<file path="src/rwmm_pkg.sv">
// Types, constants and register codes of the rolling window min/max bar scaler
package rwmm_pkg;

  localparam int RING_DEPTH     = 32;
  localparam int SAMPLE_BITS    = 16;
  localparam int SLOT_BITS      = 5;
  localparam int BAR_BITS       = 8;
  localparam int PAD_BITS       = 12;
  localparam int CFG_DATA_BITS  = 12;
  localparam int CFG_INDEX_BITS = 2;
  localparam int EXT_BITS       = SAMPLE_BITS + PAD_BITS + 2;
  localparam int PROD_BITS      = EXT_BITS + BAR_BITS;
  localparam int STEP_BITS      = $clog2(BAR_BITS);

  localparam logic OP_ADD   = 1'b0;
  localparam logic OP_CLEAR = 1'b1;

  localparam logic [CFG_INDEX_BITS-1:0] REG_PAD_LOW  = 2'd0;
  localparam logic [CFG_INDEX_BITS-1:0] REG_PAD_HIGH = 2'd1;
  localparam logic [CFG_INDEX_BITS-1:0] REG_BAR_MIN  = 2'd2;
  localparam logic [CFG_INDEX_BITS-1:0] REG_BAR_MAX  = 2'd3;

  localparam logic [PAD_BITS-1:0] PAD_LOW_RESET  = '0;
  localparam logic [PAD_BITS-1:0] PAD_HIGH_RESET = '0;
  localparam logic [BAR_BITS-1:0] BAR_MIN_RESET  = 8'd0;
  localparam logic [BAR_BITS-1:0] BAR_MAX_RESET  = 8'd32;

  typedef struct packed {
    logic [PAD_BITS-1:0] pad_low;
    logic [PAD_BITS-1:0] pad_high;
    logic [BAR_BITS-1:0] bar_min_height;
    logic [BAR_BITS-1:0] bar_max_height;
  } cfg_t;

  typedef struct packed {
    logic                          opcode;
    logic signed [SAMPLE_BITS-1:0] sample;
  } in_item_t;

  typedef struct packed {
    logic [SLOT_BITS-1:0]          slot;
    logic [BAR_BITS-1:0]           bar_height;
    logic signed [SAMPLE_BITS-1:0] window_min;
    logic signed [SAMPLE_BITS-1:0] window_max;
    logic [SLOT_BITS-1:0]          next_slot;
    logic                          last;
  } out_item_t;

endpackage

</file>
<file path="src/rwmm_ram.sv">
// Generic single write port RAM with registered read
module rwmm_ram #(
  parameter int WIDTH = 16,
  parameter int DEPTH = 32,
  localparam int AW = $clog2(DEPTH)
) (
  input  logic             clk,
  input  logic             we,
  input  logic [AW-1:0]    waddr,
  input  logic [WIDTH-1:0] wdata,
  input  logic [AW-1:0]    raddr,
  output logic [WIDTH-1:0] rdata
);

  logic [WIDTH-1:0] mem [DEPTH];

  always_ff @(posedge clk) begin
    if (we) begin
      mem[waddr] <= wdata;
    end
    rdata <= mem[raddr];
  end

endmodule

</file>
<file path="src/rwmm_scale.sv">
// Bar height scaler: offset, multiply, then bit-serial restoring divide
module rwmm_scale import rwmm_pkg::*; (
  input  logic                          clk,
  input  logic                          rst,
  input  logic                          start,
  input  logic signed [SAMPLE_BITS-1:0] x,
  input  logic signed [SAMPLE_BITS-1:0] window_min,
  input  logic signed [SAMPLE_BITS-1:0] window_max,
  input  cfg_t                          cfg,
  output logic                          done,
  output logic [BAR_BITS-1:0]           height
);

  localparam logic [1:0] SC_IDLE = 2'd0;
  localparam logic [1:0] SC_MUL  = 2'd1;
  localparam logic [1:0] SC_DIV  = 2'd2;

  logic [1:0] state;
  logic [STEP_BITS-1:0] cnt;

  logic signed [EXT_BITS-1:0] min_e, max_e, x_e, pad_lo_e, pad_hi_e, lo, hi, den_s, off_s;
  logic [EXT_BITS-1:0] num_c;
  logic signed [BAR_BITS:0] span;

  logic [EXT_BITS-1:0]  num_r, den_r;
  logic [BAR_BITS-1:0]  mag_r, bmin_r, quot;
  logic                 neg_r, flat_r;
  logic [PROD_BITS-1:0] rem, dsh;
  logic                 ge;
  logic [BAR_BITS-1:0]  quot_next;

  always_comb begin
    min_e    = EXT_BITS'(window_min);
    max_e    = EXT_BITS'(window_max);
    x_e      = EXT_BITS'(x);
    pad_lo_e = EXT_BITS'(cfg.pad_low);
    pad_hi_e = EXT_BITS'(cfg.pad_high);
    lo       = min_e - pad_lo_e;
    hi       = max_e + pad_hi_e;
    den_s    = hi - lo;
    off_s    = x_e - lo;
    if (x_e <= lo) begin
      num_c = '0;
    end else if (off_s > den_s) begin
      num_c = den_s;
    end else begin
      num_c = off_s;
    end
    span = $signed({1'b0, cfg.bar_max_height}) - $signed({1'b0, cfg.bar_min_height});
  end

  assign ge        = (rem >= dsh);
  assign quot_next = {quot[BAR_BITS-2:0], ge};

  always_ff @(posedge clk) begin
    if (rst) begin
      state <= SC_IDLE;
      done  <= 1'b0;
    end else begin
      done <= 1'b0;
      case (state)
        SC_IDLE: begin
          if (start) begin
            state <= SC_MUL;
          end
        end
        SC_MUL: begin
          state <= SC_DIV;
        end
        SC_DIV: begin
          if (cnt == '0) begin
            state <= SC_IDLE;
            done  <= 1'b1;
          end
        end
        default: begin
          state <= SC_IDLE;
        end
      endcase
    end
  end

  always_ff @(posedge clk) begin
    case (state)
      SC_IDLE: begin
        if (start) begin
          num_r  <= num_c;
          den_r  <= den_s;
          flat_r <= (hi <= lo);
          neg_r  <= span[BAR_BITS];
          mag_r  <= span[BAR_BITS] ? BAR_BITS'(-span) : BAR_BITS'(span);
          bmin_r <= cfg.bar_min_height;
        end
      end
      SC_MUL: begin
        rem  <= PROD_BITS'(num_r * mag_r);
        dsh  <= PROD_BITS'(den_r) << (BAR_BITS - 1);
        cnt  <= STEP_BITS'(BAR_BITS - 1);
        quot <= '0;
      end
      SC_DIV: begin
        if (ge) begin
          rem <= rem - dsh;
        end
        dsh  <= dsh >> 1;
        cnt  <= cnt - STEP_BITS'(1);
        quot <= quot_next;
        if (cnt == '0) begin
          if (flat_r) begin
            height <= bmin_r;
          end else if (neg_r) begin
            height <= bmin_r - quot_next;
          end else begin
            height <= bmin_r + quot_next;
          end
        end
      end
      default: begin
        quot <= '0;
      end
    endcase
  end

endmodule

</file>
<file path="src/rolling_window_minmax_bar_scaler_top.sv">
// Rolling window min/max tracker with bar height autoscaling, top level
//
//   channel  handshake               payload
//   in       in_valid / in_stall     in_data   (opcode, sample)
//   out      out_valid / out_stall   out_data  (slot, bar_height, min, max, next, last)
//   cfg      cfg_valid / cfg_ready   cfg_index, cfg_data
//
// A clear is handled in idle and leaves the input free. A sample that leaves the
// axis as it is gives one result; an axis change gives one result per filled slot,
// each computed by the eight-step divider, and is preceded by a rescan of filled
// slots through the ring RAM read port when an extreme leaves.
// rst is synchronous; it empties the window and restores register defaults.
// A stalled result holds the last emit step; the next request waits for idle.
module rolling_window_minmax_bar_scaler_top import rwmm_pkg::*; #(
  parameter int DEPTH = RING_DEPTH
) (
  input  logic                      clk,
  input  logic                      rst,
  input  logic                      in_valid,
  output logic                      in_stall,
  input  in_item_t                  in_data,
  output logic                      out_valid,
  input  logic                      out_stall,
  output out_item_t                 out_data,
  input  logic                      cfg_valid,
  output logic                      cfg_ready,
  input  logic [CFG_INDEX_BITS-1:0] cfg_index,
  input  logic [CFG_DATA_BITS-1:0]  cfg_data
);

  localparam int SW = $clog2(DEPTH);
  localparam int FW = $clog2(DEPTH + 1);

  localparam logic [2:0] ST_IDLE = 3'd0;
  localparam logic [2:0] ST_SCAN = 3'd1;
  localparam logic [2:0] ST_RD   = 3'd2;
  localparam logic [2:0] ST_DAT  = 3'd3;
  localparam logic [2:0] ST_CALC = 3'd4;
  localparam logic [2:0] ST_PUT  = 3'd5;

  logic [2:0] state;
  cfg_t cfg;

  logic [SW-1:0] write_slot, min_slot, max_slot, emit_idx, rd_tag;
  logic [FW-1:0] fill_count, rd_idx;
  logic signed [SAMPLE_BITS-1:0] min_value, max_value;
  logic single, scan_min, scan_max, rd_v;

  logic accept_in, add_in, new_min, new_max, rs_min, rs_max, out_free, last_flag;
  logic [FW-1:0] nf_next;
  logic [SW-1:0] ws_next, raddr;
  logic signed [SAMPLE_BITS-1:0] ram_rdata;
  logic scale_start, scale_done;
  logic [BAR_BITS-1:0] scale_height;

  assign in_stall  = (state != ST_IDLE);
  assign cfg_ready = 1'b1;
  assign accept_in = in_valid && !in_stall;
  assign add_in    = accept_in && (in_data.opcode == OP_ADD);

  assign new_min = (fill_count == '0) || (in_data.sample < min_value);
  assign new_max = (fill_count == '0) || (in_data.sample > max_value);
  assign rs_min  = !new_min && (min_slot == write_slot);
  assign rs_max  = !new_max && (max_slot == write_slot);
  assign nf_next = (fill_count < FW'(DEPTH)) ? fill_count + FW'(1) : FW'(DEPTH);
  assign ws_next = (write_slot == SW'(DEPTH - 1)) ? '0 : write_slot + SW'(1);

  assign raddr       = (state == ST_SCAN) ? rd_idx[SW-1:0] : emit_idx;
  assign scale_start = (state == ST_DAT);
  assign out_free    = !out_valid || !out_stall;
  assign last_flag   = single || (FW'(emit_idx) == fill_count - FW'(1));

  rwmm_ram #(
    .WIDTH (SAMPLE_BITS),
    .DEPTH (DEPTH)
  ) u_ring (
    .clk   (clk),
    .we    (add_in),
    .waddr (write_slot),
    .wdata (in_data.sample),
    .raddr (raddr),
    .rdata (ram_rdata)
  );

  rwmm_scale u_scale (
    .clk        (clk),
    .rst        (rst),
    .start      (scale_start),
    .x          (ram_rdata),
    .window_min (min_value),
    .window_max (max_value),
    .cfg        (cfg),
    .done       (scale_done),
    .height     (scale_height)
  );

  always_ff @(posedge clk) begin
    if (rst) begin
      cfg.pad_low        <= PAD_LOW_RESET;
      cfg.pad_high       <= PAD_HIGH_RESET;
      cfg.bar_min_height <= BAR_MIN_RESET;
      cfg.bar_max_height <= BAR_MAX_RESET;
    end else if (cfg_valid && cfg_ready) begin
      case (cfg_index)
        REG_PAD_LOW:  cfg.pad_low        <= cfg_data[PAD_BITS-1:0];
        REG_PAD_HIGH: cfg.pad_high       <= cfg_data[PAD_BITS-1:0];
        REG_BAR_MIN:  cfg.bar_min_height <= cfg_data[BAR_BITS-1:0];
        REG_BAR_MAX:  cfg.bar_max_height <= cfg_data[BAR_BITS-1:0];
        default: begin
        end
      endcase
    end
  end

  always_ff @(posedge clk) begin
    if (rst) begin
      state      <= ST_IDLE;
      write_slot <= '0;
      fill_count <= '0;
      min_value  <= '0;
      max_value  <= '0;
      min_slot   <= '0;
      max_slot   <= '0;
      emit_idx   <= '0;
      single     <= 1'b0;
      scan_min   <= 1'b0;
      scan_max   <= 1'b0;
      rd_idx     <= '0;
      rd_tag     <= '0;
      rd_v       <= 1'b0;
      out_valid  <= 1'b0;
    end else begin
      if ((state == ST_PUT) && out_free) begin
        out_valid <= 1'b1;
      end else if (!out_stall) begin
        out_valid <= 1'b0;
      end
      case (state)
        ST_IDLE: begin
          if (accept_in && (in_data.opcode == OP_CLEAR)) begin
            write_slot <= '0;
            fill_count <= '0;
            min_value  <= '0;
            max_value  <= '0;
            min_slot   <= '0;
            max_slot   <= '0;
          end else if (add_in) begin
            if (new_min) begin
              min_value <= in_data.sample;
              min_slot  <= write_slot;
            end
            if (new_max) begin
              max_value <= in_data.sample;
              max_slot  <= write_slot;
            end
            write_slot <= ws_next;
            fill_count <= nf_next;
            scan_min   <= rs_min;
            scan_max   <= rs_max;
            rd_idx     <= '0;
            rd_v       <= 1'b0;
            single     <= !(new_min || new_max || rs_min || rs_max);
            emit_idx   <= (new_min || new_max || rs_min || rs_max) ? '0 : write_slot;
            state      <= (rs_min || rs_max) ? ST_SCAN : ST_RD;
          end
        end
        ST_SCAN: begin
          if (rd_idx < fill_count) begin
            rd_idx <= rd_idx + FW'(1);
            rd_tag <= rd_idx[SW-1:0];
            rd_v   <= 1'b1;
          end else begin
            rd_v <= 1'b0;
          end
          if (rd_v) begin
            if (scan_min && ((rd_tag == '0) || (ram_rdata < min_value))) begin
              min_value <= ram_rdata;
              min_slot  <= rd_tag;
            end
            if (scan_max && ((rd_tag == '0) || (ram_rdata > max_value))) begin
              max_value <= ram_rdata;
              max_slot  <= rd_tag;
            end
            if (FW'(rd_tag) == fill_count - FW'(1)) begin
              emit_idx <= '0;
              single   <= 1'b0;
              state    <= ST_RD;
            end
          end
        end
        ST_RD: begin
          state <= ST_DAT;
        end
        ST_DAT: begin
          state <= ST_CALC;
        end
        ST_CALC: begin
          if (scale_done) begin
            state <= ST_PUT;
          end
        end
        ST_PUT: begin
          if (out_free) begin
            if (last_flag) begin
              state <= ST_IDLE;
            end else begin
              emit_idx <= emit_idx + SW'(1);
              state    <= ST_RD;
            end
          end
        end
        default: begin
          state <= ST_IDLE;
        end
      endcase
    end
  end

  always_ff @(posedge clk) begin
    if ((state == ST_PUT) && out_free) begin
      out_data.slot       <= SLOT_BITS'(emit_idx);
      out_data.bar_height <= scale_height;
      out_data.window_min <= min_value;
      out_data.window_max <= max_value;
      out_data.next_slot  <= SLOT_BITS'(write_slot);
      out_data.last       <= last_flag;
    end
  end

endmodule

</file>
<file path="config.mk">
export PLATFORM = sky130hd
export DESIGN_NAME = rolling_window_minmax_bar_scaler_top
export DESIGN_NICKNAME = d
export VERILOG_FILES = /design/src/rwmm_pkg.sv /design/src/rwmm_ram.sv /design/src/rwmm_scale.sv /design/src/rolling_window_minmax_bar_scaler_top.sv
export SDC_FILE = /design/constraint.sdc
export NUM_CORES = 2
export LEC_CHECK = 0
export BUFFER_PORTS_ARGS = -buffer_cell sky130_fd_sc_hd__buf_2
export CAP_MARGIN = 0
export CORE_MARGIN = 3
export CORE_UTILIZATION = 50
export CTS_CLUSTER_DIAMETER = 30
export DETAILED_ROUTE_END_ITERATION = 8
export GPL_TIMING_DRIVEN = 0
export HOLD_SLACK_MARGIN = 0.15
export PLACE_DENSITY = 0.66
export REMOVE_ABC_BUFFERS = 1
export SLEW_MARGIN = 20
export SYNTH_ARGS = -nofsm -noshare
export SYNTH_HDL_FRONTEND = slang
export SYNTH_SLANG_ARGS = --single-unit
export TNS_END_PERCENT = 10
</file>
<file path="constraint.sdc">
create_clock -name clk -period 8.05 [get_ports clk]
set_input_delay 0.4025 -clock clk [delete_from_list [all_inputs] [get_ports clk]]
set_output_delay 0.4025 -clock clk [all_outputs]
set_load 0.01 [all_outputs]
</file>
Word level (Yosys, flattened, before mapping). Memories as Yosys holds them, arrays and structs flattened. A register that Yosys moved wholly into a read port is not among the register bits. Index checks and enable logic that the tools add are counted.

RAM bits: 512. Memories: 1. Logic and storage cells: 232. Flip-flop bits (word level): 343. Input port bits: 36. Output and inout port bits: 54.

Memory list: u_ring.mem (words 32, width 16, rd ports 1, clocked after Yosys merged registers in 1, wr ports 1, RTL line rwmm_ram.sv:15) `logic [WIDTH-1:0] mem [DEPTH];`.

Bitwise logic cells: 3. Reduce and logical (&&, ||, !) cells: 54. Mux-type cells: 78. Equality and inequality tests: 32. $add $sub $neg: 15. Multiply operators: 1. Order comparisons: 10.

Operators by type and width (number): 2-to-1 mux 16 bit (10); case mux 38 bit (2 select lines) (2); 2-to-1 mux 5 bit (21); case mux 16 bit (2 select lines) (2); >= comparator 38 bit (1); multiplier 30 x 8 -> 38 bit (1); 2-to-1 mux 38 bit (1); subtractor 38 bit (1); 2-to-1 mux 6 bit (6); greater-than comparator 16 bit (2); < comparator 16 bit (2); greater-than comparator 30 bit (1); 2-to-1 mux 30 bit (1); 2-to-1 mux 8 bit (3); case mux 5 bit (2 select lines) (2); AND reduction 2 bit (10); 2-to-1 mux 3 bit (6); case mux 3 bit (6 select lines) (1); subtractor 16 x 17 -> 18 bit (1); subtractor 17 x 17 -> 18 bit (1); adder 16 x 13 -> 17 bit (1); <= comparator 16 x 17 -> 1 bit (1); <= comparator 17 bit (1); subtractor 16 x 13 -> 17 bit (1); other kinds (45) (114).

Depth between registers and ports, before layout.
Depth in word-level cells: 10. Gate-level depth with buffers: 31. Mapped depth without buffers: 30.

Cells and area by module. From an unflattened synthesis, not the netlist that was laid out.

Cells, all modules: 3974. Area, all modules: 47281.6 um2.

By module, submodules not included: rwmm_ram (instances 1, sequential area each 15695.1 um2, cells an instance 1143, area each 20535.9 um2); rwmm_scale (instances 1, sequential area each 4474.3 um2, cells an instance 1946, area each 17912.2 um2); rolling_window_minmax_bar_scaler_top (instances 1, sequential area each 3873.7 um2, cells an instance 885, area each 8833.5 um2).

Worst setup path before layout. Ideal clock, no wire load.

Path type: flip-flop to flip-flop. From: reg max_value[0]. To: reg u_scale.num_r[10] (data pin). Setup time: 255 ps. Buffers on the path: 1. Setup slack: 2003 ps. Required time: 7795 ps. Period minus slack after synthesis: 6047 ps. Stages on the path, launching flop included: 30. Arrival: 5792 ps. Path through: dfxtp_1 ha_1 inv_1 fa_1 nor2b_1 o21ai_0 a21boi_0 o21ai_0 a21boi_0 o21ai_0 a21boi_0 o21ai_0 a21boi_0 o21a_1 o211ai_1 xnor2_1 ha_1 and3_1 a311oi_1 xnor2_1 inv_1 ha_1 nand4_1 inv_1 nand3_1 a221o_1 a211oi_1 clkbuf_1 mux2i_1 nor2_1.

Word-level cells in the longest chain between the ends: 4.

RTL lines: from (decl) (RTL line rolling_window_minmax_bar_scaler_top.sv:46) `logic signed [SAMPLE_BITS-1:0] min_value, max_value;`; from (signal assigned) (RTL line rolling_window_minmax_bar_scaler_top.sv:153) `max_value <= in_data.sample;`; from (signal assigned) (RTL line rolling_window_minmax_bar_scaler_top.sv:181) `max_value <= ram_rdata;`; adder 16 x 13 -> 17 bit (RTL line rwmm_scale.sv:39) `hi = max_e + pad_hi_e;`; subtractor 17 x 17 -> 18 bit (RTL line rwmm_scale.sv:40) `den_s = hi - lo;`; via u_scale.den_s[16] (RTL line rwmm_scale.sv:21) `logic signed [EXT_BITS-1:0] min_e, max_e, x_e, pad_lo_e, pad_hi_e, lo, hi, den_s, off_s;`; greater-than comparator 30 bit (RTL line rwmm_scale.sv:44) `end else if (off_s > den_s) begin`; 2-to-1 mux 30 bit (RTL line rwmm_scale.sv:44); to (signal assigned) (RTL line rwmm_scale.sv:87) `num_r <= num_c;`; to (decl) (RTL line rwmm_scale.sv:25) `logic [EXT_BITS-1:0] num_r, den_r;`.

The timed path passes the listed nets, and every way through them passes these cells. A chain may end at the register's enable or synchronous reset.

Worst setup path after layout.
From: reg max_value[0]. To: reg u_scale.num_r[28] (data pin).

The elaborated chain is that of the path after synthesis.

==> impl_metrics.json <==
{
  "status": "complete, no violations",
  "die_area_sq_um": 96020,
  "avgSynthCellArea_sq_um": 12.21,
  "whs_endpoint": "state[1]",
  "num_vias": 30480,
  "grt_pass1_vias": 30750,
  "drtAntennaViolNets": 0,
  "vias_per_cell": 5.754,
  "synth-main-ff-cell": "edfxtp_1",
  "final_cell_mix": "edfxtp_1 (710), nand2_1 (416), inv_1 (309)",
  "cts_resized": 0,
  "timing.final.ws_setup_ns": 0.9514,
  "grt-ovfl-total": 0,
  "ys_ff_latch": 846,
  "reg2reg_depth": 28,
  "chipWidth_um": 309.9,
  "yosysSeqAreaShare_pct": 52.07,
  "power_density_nw_per_um2": 293.8,
  "layout_commonest_cell": "edfxtp_1",
  "r2r_start": "max_value[0]",
  "clkLatencyLatePin_ns": 0.78,
  "leakagePower_nw": 21.61,
  "fin_crit_sh_pct": 88.18,
  "synth_area_sq_um": 46170,
  "initial_utilization_pct": 50.83,
  "cts_max_path_buffers": 3,
  "drv_cap": 0,
  "gp_congestion": 0.8658,
  "finalSetupViolations": 0,
  "clock.fmax_mhz": 140.9,
  "syn_inst": 3782,
  "yosysWarningCount": 0,
  "antenna_found_initial": 2,
  "hold_ws_ns": 0.1978,
  "cts_tree": "done",
  "final.setup.tns_ns": 0,
  "ios": 90,
  "crit_path_start_kind": "flop",
  "peakVddDrop_v": 0.0002415,
  "hold_class": "in2reg",
  "whs_path_depth": 6,
  "period_needed_ns": 7.099,
  "crit_type": "reg2reg",
  "pre_cts_ws_ns": 1.088,
  "finalHoldViolations": 0,
  "slew_headroom_pct": 27.96,
  "crit_path_start": "max_value[0]",
  "required_ns": 8.51,
  "first_iter_violations": 2500,
  "clock_skew_ns": 0.04412,
  "async_reset_ff_share_pct": 0,
  "rrSetupSlack_ns": 0.95,
  "stdcell_area_sq_um": 55200,
  "path_clk_slew_ns": 0.05,
  "cts_setup_buffers": 0,
  "num_rows": 110,
  "cts-root-buf": "clkbuf_16",
  "cp_slowest_stage_delay_ns": 0.64,
  "power_mw": 16.22,
  "hp-start": "in_valid",
  "coreArea_sq_um": 90840,
  "slowest_stage": "a211oi_4",
  "dpl_cell_area_sq_um": 49100,
  "worstPathMaxFanout": 15,
  "arrival_ns": 7.56,
  "cts-buffers-inserted": 164,
  "io_buffers": 88,
  "rsz0062_at_grt": "false",
  "drc": 0,
  "crit_path_end_kind": "flop",
  "firstDrtPassIters": 5,
  "slew_viol_final": 0,
  "grtUsageTotal_pct": 24.09,
  "hpwl_um": 79100,
  "yosysUniqueCellTypes": 94,
  "synth_edf_count": 710,
  "areaGrowthSynthToFinish_pct": 19.55,
  "drt-total-wl_um": 114100,
  "grt_pass1_wl_um": 175900,
  "die_y_um": 309.9,
  "r2r_end": "u_scale.num_r[28]",
  "cts.sinks": 846,
  "nets": 4418,
  "final_layout_size_suffix_gt1_share_pct": 17.16,
  "tightest_slew_ns": 1.081,
  "wire_per_inst_um": 21.53,
  "grt_max_degree": 88,
  "cts.htree.levels": 4,
  "antenna_cells": 0
}
[cells in the mapped netlist (13+ instances only)]
| library cell | number | area share [%] |
|---|---|---|
| edfxtp_1 | 710 | 46 |
| nand2_1 | 418 | 3.4 |
| inv_1 | 309 | 2.5 |
| ha_1 | 263 | 7.1 |
| nor2_1 | 216 | 1.8 |
| a21oi_1 | 195 | 2.1 |
| fa_1 | 138 | 6.0 |
| dfxtp_1 | 136 | 5.9 |
| mux4_2 | 128 | 6.2 |
| nand3_1 | 126 | 1.4 |
| o21ai_0 | 114 | 1.2 |
| clkbuf_1 | 111 | 0.90 |
| xnor2_1 | 93 | 1.8 |
| and2_1 | 87 | 1.2 |
| a21o_1 | 81 | 1.3 |
| xor2_1 | 62 | 1.2 |
| mux2i_1 | 55 | 1.2 |
| nor2b_1 | 38 | 0.51 |
| nor3_1 | 38 | 0.41 |
| nand2b_1 | 36 | 0.49 |
| nand4_1 | 29 | 0.39 |
| a311oi_1 | 26 | 0.49 |
| or2_2 | 26 | 0.35 |
| mux2_2 | 25 | 0.61 |
| a22oi_1 | 24 | 0.39 |
| a211oi_1 | 22 | 0.36 |
| o21a_1 | 21 | 0.34 |
| and3_1 | 19 | 0.26 |
| a31oi_1 | 18 | 0.24 |
| buf_1 | 16 | 0.13 |
| buf_2 | 16 | 0.17 |
| o211ai_1 | 13 | 0.21 |
| o21bai_1 | 13 | 0.21 |
[where the power goes]
| group | switching (mW) | internal, mW | leakage [nW] | total (mW) |
|---|---|---|---|---|
| logic | 2.32 | 1.67 | 11.3 | 3.99 |
| clock network | 2.46 | 4.67 | 2.82 | 7.13 |
| registers | 0.131 | 4.96 | 7.50 | 5.09 |
| total | 4.91 | 11.3 | 21.6 | 16.2 |
[logic make-up after synthesis]
logic type      after synthesis  share of synthesized area (%)
simple gates               1095                          11.14
flops                       846                          52.07
compound gates              613                          8.653
buf+inv                     457                          3.816
fa+ha+maj                   403                          13.15
mux                         208                          8.046
xor+xnor                    159                          3.106
other cells                   1                       0.008122
[per-layer routing]
metal / up-vias / track usage, % / wire (um)
met4: 2 / 9.757 / 4208
met2: 1009 / 41.26 / 56580
met5: - / 0 / 17
li1: 14160 / - / -
met1: 15080 / 30.52 / 46110
met3: 224 / 4.212 / 7149
[cell type report]
| cell class | count | area [sq um] |
|---|---|---|
| fillers | 6894 | 35640 |
| clock buffers | 186 | 4323 |
| multi-input cells | 2479 | 20630 |
| inverters | 309 | 1160 |
| well taps | 1176 | 1471 |
| clock inverters | 120 | 1594 |
| flip-flops and latches | 846 | 24040 |
| repair buffers | 181 | 1972 |
[registers in the layout (all words and copies together) (netlist names), 6 cells and up]
signal / count
cfg: 40
u_scale.quot: 7
u_scale.num_r: 18
u_scale.rem: 38
u_scale.mag_r: 8
u_scale.height: 8
rd_idx: 6
u_ring.rdata: 16
u_scale.dsh: 37
fill_count: 6
max_value: 16
u_scale.bmin_r: 8
out_data: 51
min_value: 16
u_ring.mem: 512
u_scale.den_r: 18
[critical path: cells and delay by family, from the launching register on]
family	cells	cell delay, ns
AO/OA/AOI/OAI	14	3.72
AND/OR/NAND/NOR	4	0.53
adder cells (fa/ha/maj)	4	1.30
buffers and inverters	4	0.34
flip-flops	1	0.49
XOR/XNOR	2	0.42
[stage by stage]
step | cells | utilization (%)
finish | 5297 | 60.77
global route | 5297 | 60.77
CTS | 5297 | 60.77
detailed placement | 4973 | 54.05
global placement | 4898 | 52.27
floorplan | 3634 | -
[timing repair]
| action | in CTS | in global routing |
|---|---|---|
| hold buffers | 18 | 0 |
| setup endpoints to repair | 0 | 0 |
| endpoints found under the hold margin | 70 | 0 |
[worst max path at each step]
stage / cells after the start / to / slack (ns)
4_1_cts: 28 / u_scale.num_r[28] / 1.02
6_report: 28 / u_scale.num_r[28] / 0.95
5_1_grt: 29 / u_scale.num_r[28] / 0.38
3_3_place_gp: 7 / u_ring.rdata[9] / -11.96
3_5_place_dp: 28 / u_scale.num_r[28] / 1.09
2_1_floorplan: 7 / u_ring.rdata[0] / -5.99
Power figures use the tool's default switching activity.
